**config.mk**
```make
export PLATFORM = sky130hd
export DESIGN_NAME = battery_protection_fault_latch
export DESIGN_NICKNAME = d
export VERILOG_FILES = /design/src/bpfl_pkg.sv /design/src/battery_protection_fault_latch.sv /design/src/bpfl_regs.sv /design/src/bpfl_eval.sv
export VERILOG_INCLUDE_DIRS = /design/src /design/src/src
export SDC_FILE = /design/constraint.sdc
export NUM_CORES = 1
export LEC_CHECK = 0
export ABC_AREA = 0
export BUFFER_PORTS_ARGS = -buffer_cell sky130_fd_sc_hd__buf_2
export CORE_ASPECT_RATIO = 0.8
export CORE_UTILIZATION = 31
export DETAILED_ROUTE_END_ITERATION = 12
export GPL_TIMING_DRIVEN = 0
export HOLD_SLACK_MARGIN = 0.05
export SETUP_SLACK_MARGIN = 0.15
export SLEW_MARGIN = 20
export SYNTH_ARGS = -nofsm -noshare
export SYNTH_HDL_FRONTEND = slang
export SYNTH_SLANG_ARGS = --single-unit
```
**constraint.sdc**
```tcl
create_clock -name clk -period 9.7 [get_ports clk]
set_input_delay 1.455 -clock clk [delete_from_list [all_inputs] [get_ports clk]]
set_output_delay 1.455 -clock clk [all_outputs]
set_load 0.01 [all_outputs]
```
**src/battery_protection_fault_latch_assert.svh**
```systemverilog
// Assertion macros for the battery protection fault latch.
// Used by the top level; expects clk and rst in scope.
`ifndef BATTERY_PROTECTION_FAULT_LATCH_ASSERT_SVH
`define BATTERY_PROTECTION_FAULT_LATCH_ASSERT_SVH

// Checked only outside reset.
`define BPFL_ASSERT(lbl, prop, msg) \
  lbl: assert property (@(posedge clk) disable iff (rst) prop) else $error(msg);

// Checked in and out of reset.
`define BPFL_ASSERT_ALWAYS(lbl, prop, msg) \
  lbl: assert property (@(posedge clk) prop) else $error(msg);

`endif

```
**src/bpfl_pkg.sv**
```systemverilog
// Package for the battery protection fault latch: payload, config and state
// types, command/status/fault codes and register reset values. No dependencies.
`default_nettype none

package bpfl_pkg;

  localparam int unsigned CFG_INDEX_W = 3;
  localparam int unsigned CFG_DATA_W  = 32;

  localparam logic [CFG_INDEX_W-1:0] REG_OVER_VOLTAGE  = 3'd0;
  localparam logic [CFG_INDEX_W-1:0] REG_UNDER_VOLTAGE = 3'd1;
  localparam logic [CFG_INDEX_W-1:0] REG_OVER_TEMP     = 3'd2;
  localparam logic [CFG_INDEX_W-1:0] REG_BAD_TEMP      = 3'd3;
  localparam logic [CFG_INDEX_W-1:0] REG_SUB_TEMP      = 3'd4;
  localparam logic [CFG_INDEX_W-1:0] REG_COOLDOWN      = 3'd5;
  localparam logic [CFG_INDEX_W-1:0] REG_SOC_GAIN      = 3'd6;

  localparam logic [1:0] FUNC_SAMPLE = 2'd0;
  localparam logic [1:0] FUNC_ACK    = 2'd1;
  localparam logic [1:0] FUNC_OPEN   = 2'd2;
  localparam logic [1:0] FUNC_CLOSE  = 2'd3;

  localparam logic [2:0] STATUS_NORMAL       = 3'd0;
  localparam logic [2:0] STATUS_SKIPPED      = 3'd1;
  localparam logic [2:0] STATUS_TRIPPED      = 3'd2;
  localparam logic [2:0] STATUS_ACK_OK       = 3'd3;
  localparam logic [2:0] STATUS_ACK_REJECT   = 3'd4;
  localparam logic [2:0] STATUS_OPENED       = 3'd5;
  localparam logic [2:0] STATUS_CLOSE_OK     = 3'd6;
  localparam logic [2:0] STATUS_CLOSE_REJECT = 3'd7;

  localparam logic [1:0] FAULT_NONE    = 2'd0;
  localparam logic [1:0] FAULT_OVER_V  = 2'd1;
  localparam logic [1:0] FAULT_UNDER_V = 2'd2;
  localparam logic [1:0] FAULT_OVER_T  = 2'd3;

  localparam logic [6:0] SOC_MAX = 7'd100;

  localparam logic [13:0]        RST_OVER_VOLTAGE  = 14'd4200;
  localparam logic [13:0]        RST_UNDER_VOLTAGE = 14'd3000;
  localparam logic signed [11:0] RST_OVER_TEMP     = 12'sd450;
  localparam logic signed [11:0] RST_BAD_TEMP      = 12'sd1000;
  localparam logic signed [11:0] RST_SUB_TEMP      = 12'sd300;
  localparam logic [31:0]        RST_COOLDOWN      = 32'd30000;
  localparam logic [15:0]        RST_SOC_GAIN      = 16'd5461;

  typedef struct packed {
    logic [1:0]         func;
    logic [13:0]        voltage_mv;
    logic signed [11:0] temp_decideg;
    logic [31:0]        now_ms;
  } sample_t;

  typedef struct packed {
    logic [2:0] status;
    logic       disconnected;
    logic [1:0] fault_kind;
    logic [6:0] soc_percent;
    logic       notify;
  } result_t;

  typedef struct packed {
    logic [13:0]        over_voltage_mv;
    logic [13:0]        under_voltage_mv;
    logic signed [11:0] over_temp_decideg;
    logic signed [11:0] bad_temp_decideg;
    logic signed [11:0] substitute_temp_decideg;
    logic [31:0]        notify_cooldown_ms;
    logic [15:0]        soc_gain;
  } cfg_t;

  typedef struct packed {
    logic        latched;
    logic [1:0]  stored_fault;
    logic [31:0] last_notify_ms;
  } state_t;

endpackage

`default_nettype wire

```
**src/battery_protection_fault_latch.sv**
```systemverilog
// Battery protection fault latch, top level: input register, decision
// logic, result register and latch state. Depends on bpfl_pkg, bpfl_regs,
// bpfl_eval and battery_protection_fault_latch_assert.svh.
//
// Usage:
//   sample channel (sample_valid/sample_ready/sample) carries one command or
//   reading per transfer; result channel (result_valid/result_ready/result)
//   returns exactly one result per accepted item, in order.
//   cfg_we/cfg_index/cfg_data write one register per cycle; write only while
//   no item is in flight.
// Flow: an accepted item is decided from the input register, and its result is
//   loaded into the result register once that register is empty or being taken.
// Throughput: one item per cycle while results are taken; the path between
//   the registers holds one 14x16 multiply plus the compares and the latch update.
// Reset: clears both pipeline valids, the latch, the stored fault and the
//   last notification time, and loads register defaults.
// Stall: while result_ready is low the result holds; the input register
//   still takes one more item, then sample_ready drops until the result is
//   transferred.
`default_nettype none

`include "battery_protection_fault_latch_assert.svh"

module battery_protection_fault_latch (
  input  wire logic                             clk,
  input  wire logic                             rst,
  input  wire logic                             sample_valid,
  output logic                                  sample_ready,
  input  wire bpfl_pkg::sample_t                sample,
  output logic                                  result_valid,
  input  wire logic                             result_ready,
  output bpfl_pkg::result_t                     result,
  input  wire logic                             cfg_we,
  input  wire logic [bpfl_pkg::CFG_INDEX_W-1:0] cfg_index,
  input  wire logic [bpfl_pkg::CFG_DATA_W-1:0]  cfg_data
);

  bpfl_pkg::cfg_t    cfg;
  bpfl_pkg::state_t  state;
  bpfl_pkg::state_t  state_next;
  bpfl_pkg::sample_t item;
  bpfl_pkg::result_t res;
  logic              item_valid;
  logic              load;

  bpfl_regs u_regs (
    .clk       (clk),
    .rst       (rst),
    .cfg_we    (cfg_we),
    .cfg_index (cfg_index),
    .cfg_data  (cfg_data),
    .cfg       (cfg)
  );

  bpfl_eval u_eval (
    .item       (item),
    .cfg        (cfg),
    .state      (state),
    .res        (res),
    .state_next (state_next)
  );

  assign load         = item_valid && (!result_valid || result_ready);
  assign sample_ready = !item_valid || load;

  always_ff @(posedge clk) begin
    if (rst) begin
      item_valid <= 1'b0;
    end else if (sample_ready) begin
      item_valid <= sample_valid;
    end
  end

  always_ff @(posedge clk) begin
    if (sample_valid && sample_ready) begin
      item <= sample;
    end
  end

  always_ff @(posedge clk) begin
    if (rst) begin
      result_valid <= 1'b0;
    end else if (load) begin
      result_valid <= 1'b1;
    end else if (result_ready) begin
      result_valid <= 1'b0;
    end
  end

  always_ff @(posedge clk) begin
    if (load) begin
      result <= res;
    end
  end

  always_ff @(posedge clk) begin
    if (rst) begin
      state.latched        <= 1'b0;
      state.stored_fault   <= bpfl_pkg::FAULT_NONE;
      state.last_notify_ms <= 32'd0;
    end else if (load) begin
      state <= state_next;
    end
  end

  `BPFL_ASSERT_ALWAYS(a_reset_clears, rst |=> !result_valid && !item_valid, "valid after reset")
  `BPFL_ASSERT(a_relay_tracks_latch, result_valid |-> result.disconnected == state.latched, "relay mismatch")
  `BPFL_ASSERT(a_fault_tracks_state, result_valid |-> result.fault_kind == state.stored_fault, "fault mismatch")
  `BPFL_ASSERT(a_notify_on_trip, result_valid && result.notify |-> result.status == bpfl_pkg::STATUS_TRIPPED, "notify without trip")
  `BPFL_ASSERT(a_soc_range, result_valid |-> result.soc_percent <= bpfl_pkg::SOC_MAX, "soc above max")

endmodule

`default_nettype wire

```
**src/bpfl_regs.sv**
```systemverilog
// Configuration register file for the battery protection fault latch.
// Depends on bpfl_pkg.
`default_nettype none

module bpfl_regs (
  input  wire logic                                 clk,
  input  wire logic                                 rst,
  input  wire logic                                 cfg_we,
  input  wire logic [bpfl_pkg::CFG_INDEX_W-1:0]     cfg_index,
  input  wire logic [bpfl_pkg::CFG_DATA_W-1:0]      cfg_data,
  output bpfl_pkg::cfg_t                            cfg
);

  always_ff @(posedge clk) begin
    if (rst) begin
      cfg.over_voltage_mv         <= bpfl_pkg::RST_OVER_VOLTAGE;
      cfg.under_voltage_mv        <= bpfl_pkg::RST_UNDER_VOLTAGE;
      cfg.over_temp_decideg       <= bpfl_pkg::RST_OVER_TEMP;
      cfg.bad_temp_decideg        <= bpfl_pkg::RST_BAD_TEMP;
      cfg.substitute_temp_decideg <= bpfl_pkg::RST_SUB_TEMP;
      cfg.notify_cooldown_ms      <= bpfl_pkg::RST_COOLDOWN;
      cfg.soc_gain                <= bpfl_pkg::RST_SOC_GAIN;
    end else if (cfg_we) begin
      unique case (cfg_index)
        bpfl_pkg::REG_OVER_VOLTAGE:  cfg.over_voltage_mv <= cfg_data[13:0];
        bpfl_pkg::REG_UNDER_VOLTAGE: cfg.under_voltage_mv <= cfg_data[13:0];
        bpfl_pkg::REG_OVER_TEMP:     cfg.over_temp_decideg <= $signed(cfg_data[11:0]);
        bpfl_pkg::REG_BAD_TEMP:      cfg.bad_temp_decideg <= $signed(cfg_data[11:0]);
        bpfl_pkg::REG_SUB_TEMP:      cfg.substitute_temp_decideg <= $signed(cfg_data[11:0]);
        bpfl_pkg::REG_COOLDOWN:      cfg.notify_cooldown_ms <= cfg_data;
        bpfl_pkg::REG_SOC_GAIN:      cfg.soc_gain <= cfg_data[15:0];
        default: begin
        end
      endcase
    end
  end

endmodule

`default_nettype wire

```
**src/bpfl_eval.sv**
```systemverilog
// Per-item decision logic: state of charge, trip check, cooldown and
// command handling. Purely combinational. Depends on bpfl_pkg.
`default_nettype none

module bpfl_eval (
  input  wire bpfl_pkg::sample_t item,
  input  wire bpfl_pkg::cfg_t    cfg,
  input  wire bpfl_pkg::state_t  state,
  output bpfl_pkg::result_t      res,
  output bpfl_pkg::state_t       state_next
);

  logic               bad_temp;
  logic               above_uv;
  logic [13:0]        diff;
  logic [29:0]        prod;
  logic [13:0]        soc_raw;
  logic [6:0]         soc;
  logic               over_v;
  logic               under_v;
  logic               over_t;
  logic [1:0]         kind;
  logic signed [11:0] temp_cmd;
  logic               unsafe_cmd;
  logic [31:0]        elapsed;
  logic               cool_ok;

  assign bad_temp = $signed(item.temp_decideg) > $signed(cfg.bad_temp_decideg);
  assign above_uv = item.voltage_mv > cfg.under_voltage_mv;
  assign diff     = item.voltage_mv - cfg.under_voltage_mv;
  assign prod     = 30'(diff) * 30'(cfg.soc_gain);
  assign soc_raw  = prod[29:16];
  assign soc      = !above_uv ? 7'd0 :
                    (soc_raw > {7'd0, bpfl_pkg::SOC_MAX}) ? bpfl_pkg::SOC_MAX : soc_raw[6:0];

  assign over_v  = item.voltage_mv > cfg.over_voltage_mv;
  assign under_v = item.voltage_mv < cfg.under_voltage_mv;
  assign over_t  = $signed(item.temp_decideg) > $signed(cfg.over_temp_decideg);

  assign kind = over_v  ? bpfl_pkg::FAULT_OVER_V  :
                under_v ? bpfl_pkg::FAULT_UNDER_V :
                over_t  ? bpfl_pkg::FAULT_OVER_T  : bpfl_pkg::FAULT_NONE;

  assign temp_cmd   = bad_temp ? cfg.substitute_temp_decideg : item.temp_decideg;
  assign unsafe_cmd = over_v || under_v ||
                      ($signed(temp_cmd) > $signed(cfg.over_temp_decideg));

  // Cooldown measured modulo 2^32.
  assign elapsed = item.now_ms - state.last_notify_ms;
  assign cool_ok = elapsed >= cfg.notify_cooldown_ms;

  always_comb begin
    state_next      = state;
    res.status      = bpfl_pkg::STATUS_NORMAL;
    res.soc_percent = 7'd0;
    res.notify      = 1'b0;
    unique case (item.func)
      bpfl_pkg::FUNC_SAMPLE: begin
        if (bad_temp) begin
          res.status = bpfl_pkg::STATUS_SKIPPED;
        end else begin
          res.soc_percent = soc;
          if (!state.latched && kind != bpfl_pkg::FAULT_NONE) begin
            state_next.latched      = 1'b1;
            state_next.stored_fault = kind;
            res.status              = bpfl_pkg::STATUS_TRIPPED;
            if (cool_ok) begin
              res.notify                = 1'b1;
              state_next.last_notify_ms = item.now_ms;
            end
          end
        end
      end
      bpfl_pkg::FUNC_ACK: begin
        if (unsafe_cmd) begin
          res.status = bpfl_pkg::STATUS_ACK_REJECT;
        end else begin
          state_next.latched      = 1'b0;
          state_next.stored_fault = bpfl_pkg::FAULT_NONE;
          res.status              = bpfl_pkg::STATUS_ACK_OK;
        end
      end
      bpfl_pkg::FUNC_OPEN: begin
        state_next.latched = 1'b1;
        res.status         = bpfl_pkg::STATUS_OPENED;
      end
      default: begin
        if (unsafe_cmd) begin
          res.status = bpfl_pkg::STATUS_CLOSE_REJECT;
        end else begin
          state_next.latched = 1'b0;
          res.status         = bpfl_pkg::STATUS_CLOSE_OK;
        end
      end
    endcase
    res.disconnected = state_next.latched;
    res.fault_kind   = state_next.stored_fault;
  end

endmodule

`default_nettype wire

```
==> results of run 1 <==
## worst max path at each step
| stage | to | from | slack, ps |
|---|---|---|---|
| after CTS | result[2] | u_regs.cfg[85] | 240 |
| after floorplan | result[2] | u_regs.cfg[85] | 1450 |
| after global routing | result[2] | item[44] | 200 |
| final | result[2] | item[44] | 600 |
| after global placement | result[2] | item[45] | 260 |
| after detailed placement | result[2] | item[45] | 40 |
## sequential cells by signal, summed over array words and instances (netlist names)
register	flops
u_regs.cfg	112
item	60
state	35
result	14
item_valid	1
result_valid	1
## power breakdown
part | internal, mW | switching [mW]
registers | 1.00 | 0.0244
clock network | 0.605 | 0.412
logic | 1.75 | 2.49
total | 3.35 | 2.92
## synthesized netlist by cell type, types with 6 or more instances
| cell | number | area [um2] |
|---|---|---|
| sky130_fd_sc_hd__fa_1 | 166 | 3323 |
| sky130_fd_sc_hd__inv_1 | 303 | 1137 |
| sky130_fd_sc_hd__nand3_1 | 36 | 180.2 |
| sky130_fd_sc_hd__mux2i_1 | 36 | 360.4 |
| sky130_fd_sc_hd__nand2b_1 | 21 | 131.4 |
| sky130_fd_sc_hd__a211oi_1 | 12 | 90.09 |
| sky130_fd_sc_hd__nor3_1 | 24 | 120.1 |
| sky130_fd_sc_hd__a21o_1 | 40 | 300.3 |
| sky130_fd_sc_hd__a21oi_1 | 138 | 690.7 |
| sky130_fd_sc_hd__ha_1 | 219 | 2740 |
| sky130_fd_sc_hd__and2_1 | 63 | 394.1 |
| sky130_fd_sc_hd__a31oi_1 | 6 | 37.54 |
| sky130_fd_sc_hd__o21a_1 | 16 | 120.1 |
| sky130_fd_sc_hd__o21bai_1 | 6 | 45.04 |
| sky130_fd_sc_hd__o21ai_0 | 47 | 235.2 |
| sky130_fd_sc_hd__xor2_1 | 12 | 105.1 |
| sky130_fd_sc_hd__nor2_1 | 83 | 311.6 |
| sky130_fd_sc_hd__nand4_1 | 19 | 118.9 |
| sky130_fd_sc_hd__edfxtp_1 | 74 | 2222 |
| sky130_fd_sc_hd__nor2b_1 | 36 | 225.2 |
| sky130_fd_sc_hd__mux2_2 | 11 | 123.9 |
| sky130_fd_sc_hd__clkbuf_1 | 68 | 255.2 |
| sky130_fd_sc_hd__o211ai_1 | 21 | 157.7 |
| sky130_fd_sc_hd__nand2_1 | 414 | 1554 |
| sky130_fd_sc_hd__xnor2_1 | 33 | 289.0 |
| sky130_fd_sc_hd__dfxtp_1 | 149 | 2983 |
## kinds of logic (layout without fill, tap and decap cells)
logic type / Yosys count / in the layout / share of synthesized area
AO/OA/AOI/OAI: 342 / 342 / 0.1138
XOR/XNOR: 45 / 45 / 0.02056
adder cells (fa/ha/maj): 385 / 385 / 0.3163
buffers and inverters: 378 / 543 / 0.07525
flip-flops: 223 / 223 / 0.2715
multiplexers: 47 / 47 / 0.02526
AND/OR/NAND/NOR: 739 / 739 / 0.1774
## metal layers
metal	routed length, um	global-route usage	vias to the layer above
li1	-	-	7400
met1	23380	0.2194	7413
met2	23130	0.2652	391
met3	3131	0.02825	68
met4	1192	0.04354	4
met5	27	0	-
## worst min-delay path: stages, from the launching register on
cell and delay (ps):
sky130_fd_sc_hd__dfxtp_1 310, sky130_fd_sc_hd__nand2_1 50, sky130_fd_sc_hd__a21oi_1 50
## stage by stage
| step | worst slack, ps | utilization | hold WS (ps) | cell area, um2 | power (mW) |
|---|---|---|---|---|---|
| global route | 201.0 | 0.3564 | 475.0 | 21780 | 6.921 |
| global placement | 264.7 | 0.3399 | 443.0 | 20770 | 5.080 |
| CTS | 239.1 | 0.3551 | 455.6 | 21700 | 6.255 |
| detailed placement | 42.03 | 0.3403 | 445.4 | 20790 | 5.188 |
| finish | 599.6 | 0.3564 | 455.1 | 21780 | 6.275 |
| floorplan | 1446 | - | 432.9 | 19170 | 4.192 |
## final cells by class
class	count	area share
Sequential cell	223	0.2390
Multi-Input combinational cell	1558	0.5782
Clock inverter	10	0.004366
Buffer	75	0.01419
Inverter	303	0.05222
Timing Repair Buffer	115	0.02734
Clock buffer	40	0.03705
Tap cell	830	0.04768
## cells in the final DEF, fill, tap and decap left out, types with 74 or more instances in the layout
cell type                  synthesis  final
sky130_fd_sc_hd__dfxtp_1         149    149
sky130_fd_sc_hd__nor2_1           83     83
sky130_fd_sc_hd__a21oi_1         138    137
sky130_fd_sc_hd__nand2_1         414    414
sky130_fd_sc_hd__buf_2             1    112
sky130_fd_sc_hd__ha_1            219    219
sky130_fd_sc_hd__clkbuf_1         68     74
sky130_fd_sc_hd__fa_1            166    166
sky130_fd_sc_hd__inv_1           303    303
sky130_fd_sc_hd__edfxtp_1         74     74
## timing repair
action                                  CTS  global route
hold buffers                              0             0
endpoints found under the setup margin    4             6
resized for setup                         1            14
setup buffers                             0             2
endpoints found under the hold margin     0             0
pin swaps                                 0             1
==> metrics.txt, run 1 <==
setup total negative slack=0 ps; Synth Cell Area=19170 um2; HPWL after detailed placement=around 41 mm; routed length per instance=about 16 um; Slew @ Worst Pin=around 1100 ps; path class of the lowest-slack min-delay path=reg2reg; synth warn=0; TritonCTS clock tree=built; number of vias per cell after detailed routing=roughly 4.8; Critical Path End Type=flip-flop; number of global-route vias before repair=~16000; filler cell count in the final layout=6205; kind of cell adding the most delay to the critical path=adder cells; highest fanout seen on the critical path=10; pwr dens=just under 300 nW/um2; pin count of the biggest net entering global routing=33; cell mode on critical path=sky130_fd_sc_hd__fa_1; longest individual stage delay on the worst path=approximately 570 ps; share of async-settable or async-resettable flops after synthesis=0; count of maximum capacitance violations=0; Final Hold Vio Count=0; average size of a mapped cell=~9 um2; worst-case clock skew=approximately 30 ps; Tot GR Track Use=0.1620; Post-Syn Instances=approximately 2200; Detailed Route Iter0 Violations=between 900 and 1000; final cycle utilization of the critical path=0.9382; clock latency on the worst-skew pair=560 ps; post-CTS clock slew at the launch and capture registers of the worst setup and hold paths=about 60 ps; Max Freq=about 0.11 GHz; # placed instances=3102; number of standard-cell rows in the floorplan=between 80 and 90; Num Clock Sinks=between 200 and 250; area of the die=between 60000 and 70000 um2; Chip Height=around 220 um; R2R depth=32; final global-route overflow total=0; multi-input combinational cell area=12590 um2; initial core utilization=0.3137; via count=15276; syn_nets=approximately 2600; Core Area=about 61000 um2; post-synth cell types=84; first-pass GRT wire length=81.22 mm; footprint of the flip-flops and latches=5205 um2; startpoint of the lowest-slack register-to-register path=item[44]; total number of cells along the worst setup path=32; unrepaired setup endpoints after global routing=no; placer congestion estimate=between 0.9 and 1; P&R area growth vs syn=13.61%; buffers and inverters on the worst path=5; detailed-route wire length=50.87 mm; I/O pins=about 120; setup slack of the most critical reg-to-reg path=roughly 600 ps; leakage power of the design=just under 10 nW; number of stages on the worst hold path=2; drt drc=0; status=finished, final reports clean; final worst path period need=~9100 ps; total of flip-flops plus latches after synthesis=223; number of nets in the finished design=2788; diode insertion count for antenna repair=0; kind of critical path=reg2reg; sequential cell area fraction in the yosys report=0.2715; data arrival time of the critical path=~9400 ps; clock tree root driver cell=sky130_fd_sc_hd__clkbuf_16; count of H-tree levels built during CTS=1; Longest Clk Path Bufs=3; setup violation total in the final timing report=0; required time of the worst setup path=around 10000 ps; width of the die=~280 um; primary flip-flop cell chosen by synthesis mapping=sky130_fd_sc_hd__dfxtp_1; kind of start point of the critical path=flip-flop; number of slew-limit violations in the final report=0; worst-case hold path end point=u_regs.cfg[109]; Inserted Clock Buffers=27; EDFF count, synth=between 70 and 80; startpoint of the tightest hold check path=u_regs.cfg[109]; number of optimization iterations in the first detailed-route pass=6; worst reg2reg endpoint=result[2]; Finished Layout Cells=3154; library cell contributing the largest single delay on the critical path=sky130_fd_sc_hd__fa_1; fraction of layout cells with a size suffix above 1=0.09036; initial antenna violation count=2; DRT antenna net count=0; worst voltage drop across the vdd grid=between 0.4 and 0.5 mV; worst slew margin relative to its limit=0.2623; IO buf count=112
(Power assumes the default switching activity.)
==> inputs of run 2 (changes only) <==
--- a/config.mk
+++ b/config.mk
@@ -6,7 +6,7 @@
 export SDC_FILE = /design/constraint.sdc
 export NUM_CORES = 1
 export LEC_CHECK = 0
-export ABC_AREA = 0
+export ABC_AREA = 1
 export BUFFER_PORTS_ARGS = -buffer_cell sky130_fd_sc_hd__buf_2
 export CORE_ASPECT_RATIO = 0.8
 export CORE_UTILIZATION = 31
==> metrics.txt, run 2 <==
status=finished, final reports clean; path class of the lowest-slack min-delay path=reg2reg; main combinational cell family by area after synthesis=adder cells; synth warn=0; clock group share of total power=0.126; placed standard-cell area=21700 um2; Synth Cell Area=around 20000 um2; commonest cells after routing, fill and taps aside=sky130_fd_sc_hd__nand2_1, sky130_fd_sc_hd__inv_1, sky130_fd_sc_hd__nor2_1; Chip Height=approximately 230 um; final worst path period need=roughly 8000 ps; startpoint of the lowest-slack register-to-register path=item[44]; logic gate share of total power=0.749; data arrival time of the critical path=around 8400 ps; Sw Share=0.5390; via count=16741; worst reg2reg endpoint=result[6]; HPWL after detailed placement=between 40 and 50 mm; EDFF count, synth=74; setup violation total in the final timing report=0; placer congestion estimate=around 0.94; share of cell area taken by muxes after synthesis=0.006180; count of buffers added by post-CTS timing repair for setup=0; synthesized-area fraction occupied by ao, oa, aoi and oai cells=0.1027; cell internal power dissipation=3.821 mW; number of nets in the finished design=approximately 3200; cell area after layout=roughly 23000 um2; kind of critical path=reg2reg; longest individual stage delay on the worst path=560 ps; post-synthesis adder-cell area fraction=0.3025; final cycle utilization of the critical path=0.8378; filler cell count in the final layout=~6700; CTS hold repair buffers=0; post-synth top area share=0.1658; first-pass GRT wire length=between 80 and 90 mm; overall power of the completed layout=~8.3 mW; leading cell type in the layout, fill and taps excluded=sky130_fd_sc_hd__nand2_1; post-CTS clock slew at the launch and capture registers of the worst setup and hold paths=about 60 ps; most common cell in the synthesized netlist=sky130_fd_sc_hd__nand2_1; number of vias per cell after detailed routing=roughly 4.7; sequential cell area fraction in the yosys report=0.2597; commonest cells in the netlist=sky130_fd_sc_hd__nand2_1, sky130_fd_sc_hd__inv_1, sky130_fd_sc_hd__nor2_1; post-cts resize count=0; multi-input combinational cell area=between 10000 and 15000 um2; number of optimization iterations in the first detailed-route pass=5; destination of the critical timing path=result[6]; footprint of the flip-flops and latches=approximately 5200 um2; register ranked first by flip-flop count=u_regs.cfg; Detailed Route Iter0 Violations=~1200; Num Clock Sinks=223; pwr dens=about 370 nW/um2; worst voltage drop across the vdd grid=0.4762 mV; most area-consuming cells after synthesis=sky130_fd_sc_hd__fa_1, sky130_fd_sc_hd__dfxtp_1, sky130_fd_sc_hd__ha_1; R2R depth=38; number of standard-cell rows in the floorplan=a little over 80; I/O pins=roughly 120; detailed-route wire length=between 50 and 60 mm; Tot GR Track Use=0.1733; fraction of layout cells with a size suffix above 1=0.08004; syn_nets=slightly above 3000; TritonCTS clock tree=built; number of global-route vias before repair=15955; pin count of the biggest net entering global routing=50; number of flip-flops in the largest register=112; DRT antenna net count=0; number of slew-limit violations in the final report=0; largest registers=u_regs.cfg (112), item (60), state (35); primary flip-flop cell chosen by synthesis mapping=sky130_fd_sc_hd__dfxtp_1; Flop pwr share=0.125; final global-route overflow total=0; clock tree root driver cell=sky130_fd_sc_hd__clkbuf_16; Max Freq=roughly 0.12 GHz; IO buf count=between 100 and 150; simple-gate share of the synthesized area=0.2021; Critical Path End Type=flip-flop; kind of start point of the critical path=flip-flop; unrepaired setup endpoints after global routing=no; clock latency on the worst-skew pair=580 ps; library cell with the largest summed area after synthesis=sky130_fd_sc_hd__fa_1; average size of a mapped cell=between 7 and 8 um2; Inserted Clock Buffers=24; Post-Synth XOR/XNOR Area=0.01698; total of flip-flops plus latches after synthesis=223; count of H-tree levels built during CTS=1; worst-case clock skew=37.62 ps; routed length per instance=about 16 um; P&R area growth vs syn=12.73%; width of the die=286.3 um; Longest Clk Path Bufs=3; library cell contributing the largest single delay on the critical path=sky130_fd_sc_hd__fa_1; post-synth cell types=53; highest fanout seen on the critical path=9; share of async-settable or async-resettable flops after synthesis=0; initial core utilization=0.3166; Post-Syn Instances=about 2600; Final Hold Vio Count=0; Slew @ Worst Pin=760.0 ps; required time of the worst setup path=10000 ps; switching power summed over all nets=around 4.5 mW; worst setup path startpoint=item[44]; setup total negative slack=0 ps; diode insertion count for antenna repair=0; Core Area=between 60000 and 70000 um2; worst slew margin relative to its limit=0.4914; drt drc=0; setup slack of the most critical reg-to-reg path=between 1500 and 2000 ps; initial antenna violation count=1; leakage power of the design=around 11 nW; area of the die=around 66000 um2; count of maximum capacitance violations=0
run 2: stage by stage:
step	instances	setup slack [ps]	hold slack, ps	util
after floorplan	2576	2679	425.0	-
after global placement	3531	1637	450.3	0.3423
after detailed placement	3532	1614	453.1	0.3428
after CTS	3576	1574	462.5	0.3570
after global routing	3576	1034	475.6	0.3570
final	3576	1574	461.5	0.3570
run 2: worst max-delay path: cells and delay by family, from the launching register on:
kind / cells / cell delay [ps]
AOI/OAI and AO/OA: 3 / 550
xor gates and xnor gates: 1 / 530
adders and majority gates: 9 / 4010
buffers and inverters: 8 / 660
DFF: 1 / 330
and+or+nand+nor: 17 / 1790
run 2: power groups by stage:
stage,Combinational [mW],Clock [mW],Sequential [mW]
after floorplan,4.62,0,1.05
after global placement,6.20,0,1.05
after detailed placement,6.20,0,1.05
after CTS,6.25,1.07,1.03
after global routing,7.19,1.10,1.04
final,6.21,1.04,1.03
run 2: kinds of logic (layout without fill, tap and decap cells):
family	Yosys count	after routing
and+or+nand+nor	976	976
buffers and inverters	571	731
adders and majority gates	385	385
AOI/OAI and AO/OA	372	372
DFF	223	223
xor gates and xnor gates	38	38
muxes	11	11
run 2: how the worst min path moves through the flow:
stage               startpoint  slack (ps)  cells after the start         endpoint
3_3_place_gp    u_regs.cfg[56]         450                      2   u_regs.cfg[56]
3_5_place_dp   u_regs.cfg[102]         450                      2  u_regs.cfg[102]
2_1_floorplan   u_regs.cfg[50]         420                      2   u_regs.cfg[50]
5_1_grt        u_regs.cfg[102]         480                      2  u_regs.cfg[102]
6_report        u_regs.cfg[22]         460                      2   u_regs.cfg[22]
4_1_cts        u_regs.cfg[102]         460                      2  u_regs.cfg[102]
run 2: layout make-up:
type,instances,area share
Timing Repair Buffer,116,0.02669
Inverter,502,0.08350
Clock inverter,17,0.01163
Tap cell,840,0.04651
Clock buffer,27,0.02796
Multi-Input combinational cell,1782,0.5592
Sequential cell,223,0.2303
Buffer,69,0.01417
run 2: layer usage:
| metal | vias to the layer above | routed length (um) | track usage |
|---|---|---|---|
| met2 | 451 | 23160 | 0.2548 |
| met5 | - | 13 | 0 |
| li1 | 8432 | - | - |
| met1 | 7803 | 29000 | 0.2662 |
| met4 | 2 | 821 | 0.02574 |
| met3 | 53 | 3890 | 0.02918 |
==> inputs of run 3 (changes only) <==
==> constraint.sdc (replaced) <==
create_clock -name clk -period 8.1 [get_ports clk]
set_input_delay 1.215 -clock clk [delete_from_list [all_inputs] [get_ports clk]]
set_output_delay 1.215 -clock clk [all_outputs]
set_load 0.01 [all_outputs]
==> metrics.txt, run 3 (synthesized netlist as in run 2, its figures left out) <==
Core Area=63300 um2; library cell contributing the largest single delay on the critical path=sky130_fd_sc_hd__fa_2; Critical Path End Type=flip-flop; routed length per instance=approximately 16 um; initial antenna violation count=1; Num Clock Sinks=roughly 220; setup violation total in the final timing report=0; number of standard-cell rows in the floorplan=82; final global-route overflow total=0; kind of start point of the critical path=flip-flop; Finished Layout Cells=3586; drt drc=0; placer congestion estimate=~0.94; number of flip-flops in the largest register=112; register ranked first by flip-flop count=u_regs.cfg; longest individual stage delay on the worst path=650 ps; total number of cells along the worst setup path=35; number of global-route vias before repair=15957; R2R depth=35; number of optimization iterations in the first detailed-route pass=5; number of slew-limit violations in the final report=0; final worst path period need=roughly 7500 ps; footprint of the flip-flops and latches=approximately 5200 um2; width of the die=approximately 290 um; detailed-route wire length=57.13 mm; I/O pins=around 120; DRT antenna net count=0; clock latency on the worst-skew pair=between 500 and 600 ps; Longest Clk Path Bufs=3; Inserted Clock Buffers=24; Max Freq=0.1329 GHz; leading cell type in the layout, fill and taps excluded=sky130_fd_sc_hd__nand2_1; first-pass GRT wire length=~90 mm; pre-CTS setup slack=approximately 14 ps; number of nets in the finished design=about 3200; setup total negative slack=0 ps; final worst-path setup slack=around 570 ps; Slew @ Worst Pin=~800 ps; Chip Height=229.4 um; worst-case clock skew=37.10 ps; kind of cell adding the most delay to the critical path=adder cells; Detailed Route Iter0 Violations=1184; diode insertion count for antenna repair=0; kind of critical path=reg2reg; Tot GR Track Use=0.1734; TritonCTS clock tree=built; commonest cells after routing, fill and taps aside=sky130_fd_sc_hd__nand2_1, sky130_fd_sc_hd__inv_1, sky130_fd_sc_hd__nor2_1; initial core utilization=0.3166; via count=16777; cell mode on critical path=sky130_fd_sc_hd__nand2_1; filler cell count in the final layout=roughly 6600; count of maximum capacitance violations=0; CTS hold repair buffers=0; # placed instances=between 3000 and 4000; unrepaired setup endpoints after global routing=no; worst slew margin relative to its limit=0.4784; status=finished, final reports clean; buffers and inverters on the worst path=4; area of the die=~66000 um2; post-CTS clock slew at the launch and capture registers of the worst setup and hold paths=~70 ps; fraction of layout cells with a size suffix above 1=0.09942; number of stages on the worst hold path=2; HPWL after detailed placement=46.55 mm; highest fanout seen on the critical path=9; count of H-tree levels built during CTS=1; worst hold-check slack=approximately 460 ps; final cycle utilization of the critical path=0.9292; number of vias per cell after detailed routing=4.678; data arrival time of the critical path=around 8000 ps; largest registers=u_regs.cfg (112), item (60), state (35); clock tree root driver cell=sky130_fd_sc_hd__clkbuf_16; P&R area growth vs syn=14.36%; Final Hold Vio Count=0; path class of the lowest-slack min-delay path=reg2reg; pin count of the biggest net entering global routing=50; required time of the worst setup path=about 8400 ps; IO buf count=115; multi-input combinational cell area=~13000 um2
## run 3: worst paths after layout
| check | start | endpoint | slack, ps |
|---|---|---|---|
| min | u_regs.cfg[22] | u_regs.cfg[22] | 460 |
| max reg2reg | item[46] | result[6] | 570 |
| min reg2reg | u_regs.cfg[22] | u_regs.cfg[22] | 460 |
| max | item[46] | result[6] | 570 |
## run 3: routing by layer
metal | GRT usage | vias to the layer above | part of all wire
met5 | 0 | - | 0.00023
met3 | 0.02988 | 55 | 0.068
met4 | 0.02574 | 2 | 0.015
met2 | 0.2550 | 432 | 0.41
met1 | 0.2659 | 7834 | 0.51
li1 | - | 8454 | -
## run 3: final cells by class
cell class / instances / share of cell area
clock buffers: 27 / 0.02757
plain buffers: 69 / 0.01436
inverters: 502 / 0.08253
clock inverters: 17 / 0.01146
flip-flops and latches: 223 / 0.2271
well taps: 840 / 0.04585
repair buffers: 126 / 0.02959
multi-input cells: 1782 / 0.5616
## run 3: through the flow
step / cell area [um2] / utilization
3_3_place_gp: 21670 / 0.3423
4_1_cts: 22630 / 0.3575
6_report: 22920 / 0.3621
3_5_place_dp: 21700 / 0.3428
5_1_grt: 22920 / 0.3621
2_1_floorplan: 20040 / -
## run 3: what timing repair did
| item | CTS | global route |
|---|---|---|
| pin swaps | 0 | 9 |
| hold endpoints to repair | 0 | 0 |
| gates resized for setup | 4 | 59 |
| endpoints found under the setup margin | 7 | 7 |
| buffers inserted | 2 | 8 |
| cloned | 0 | 0 |
## run 3: worst register-to-register path: cells and delay by family, from the launching register on
family | cells | cell delay [ps]
flip-flops | 1 | 440
adder cells (fa/ha/maj) | 8 | 3710
AND/OR/NAND/NOR | 17 | 1900
AO/OA/AOI/OAI | 6 | 880
buffers and inverters | 4 | 330
Power of run 3 is left out: the tool's default activity adds up to more than one toggle a clock period on the data nets, which glitch-free logic cannot reach.
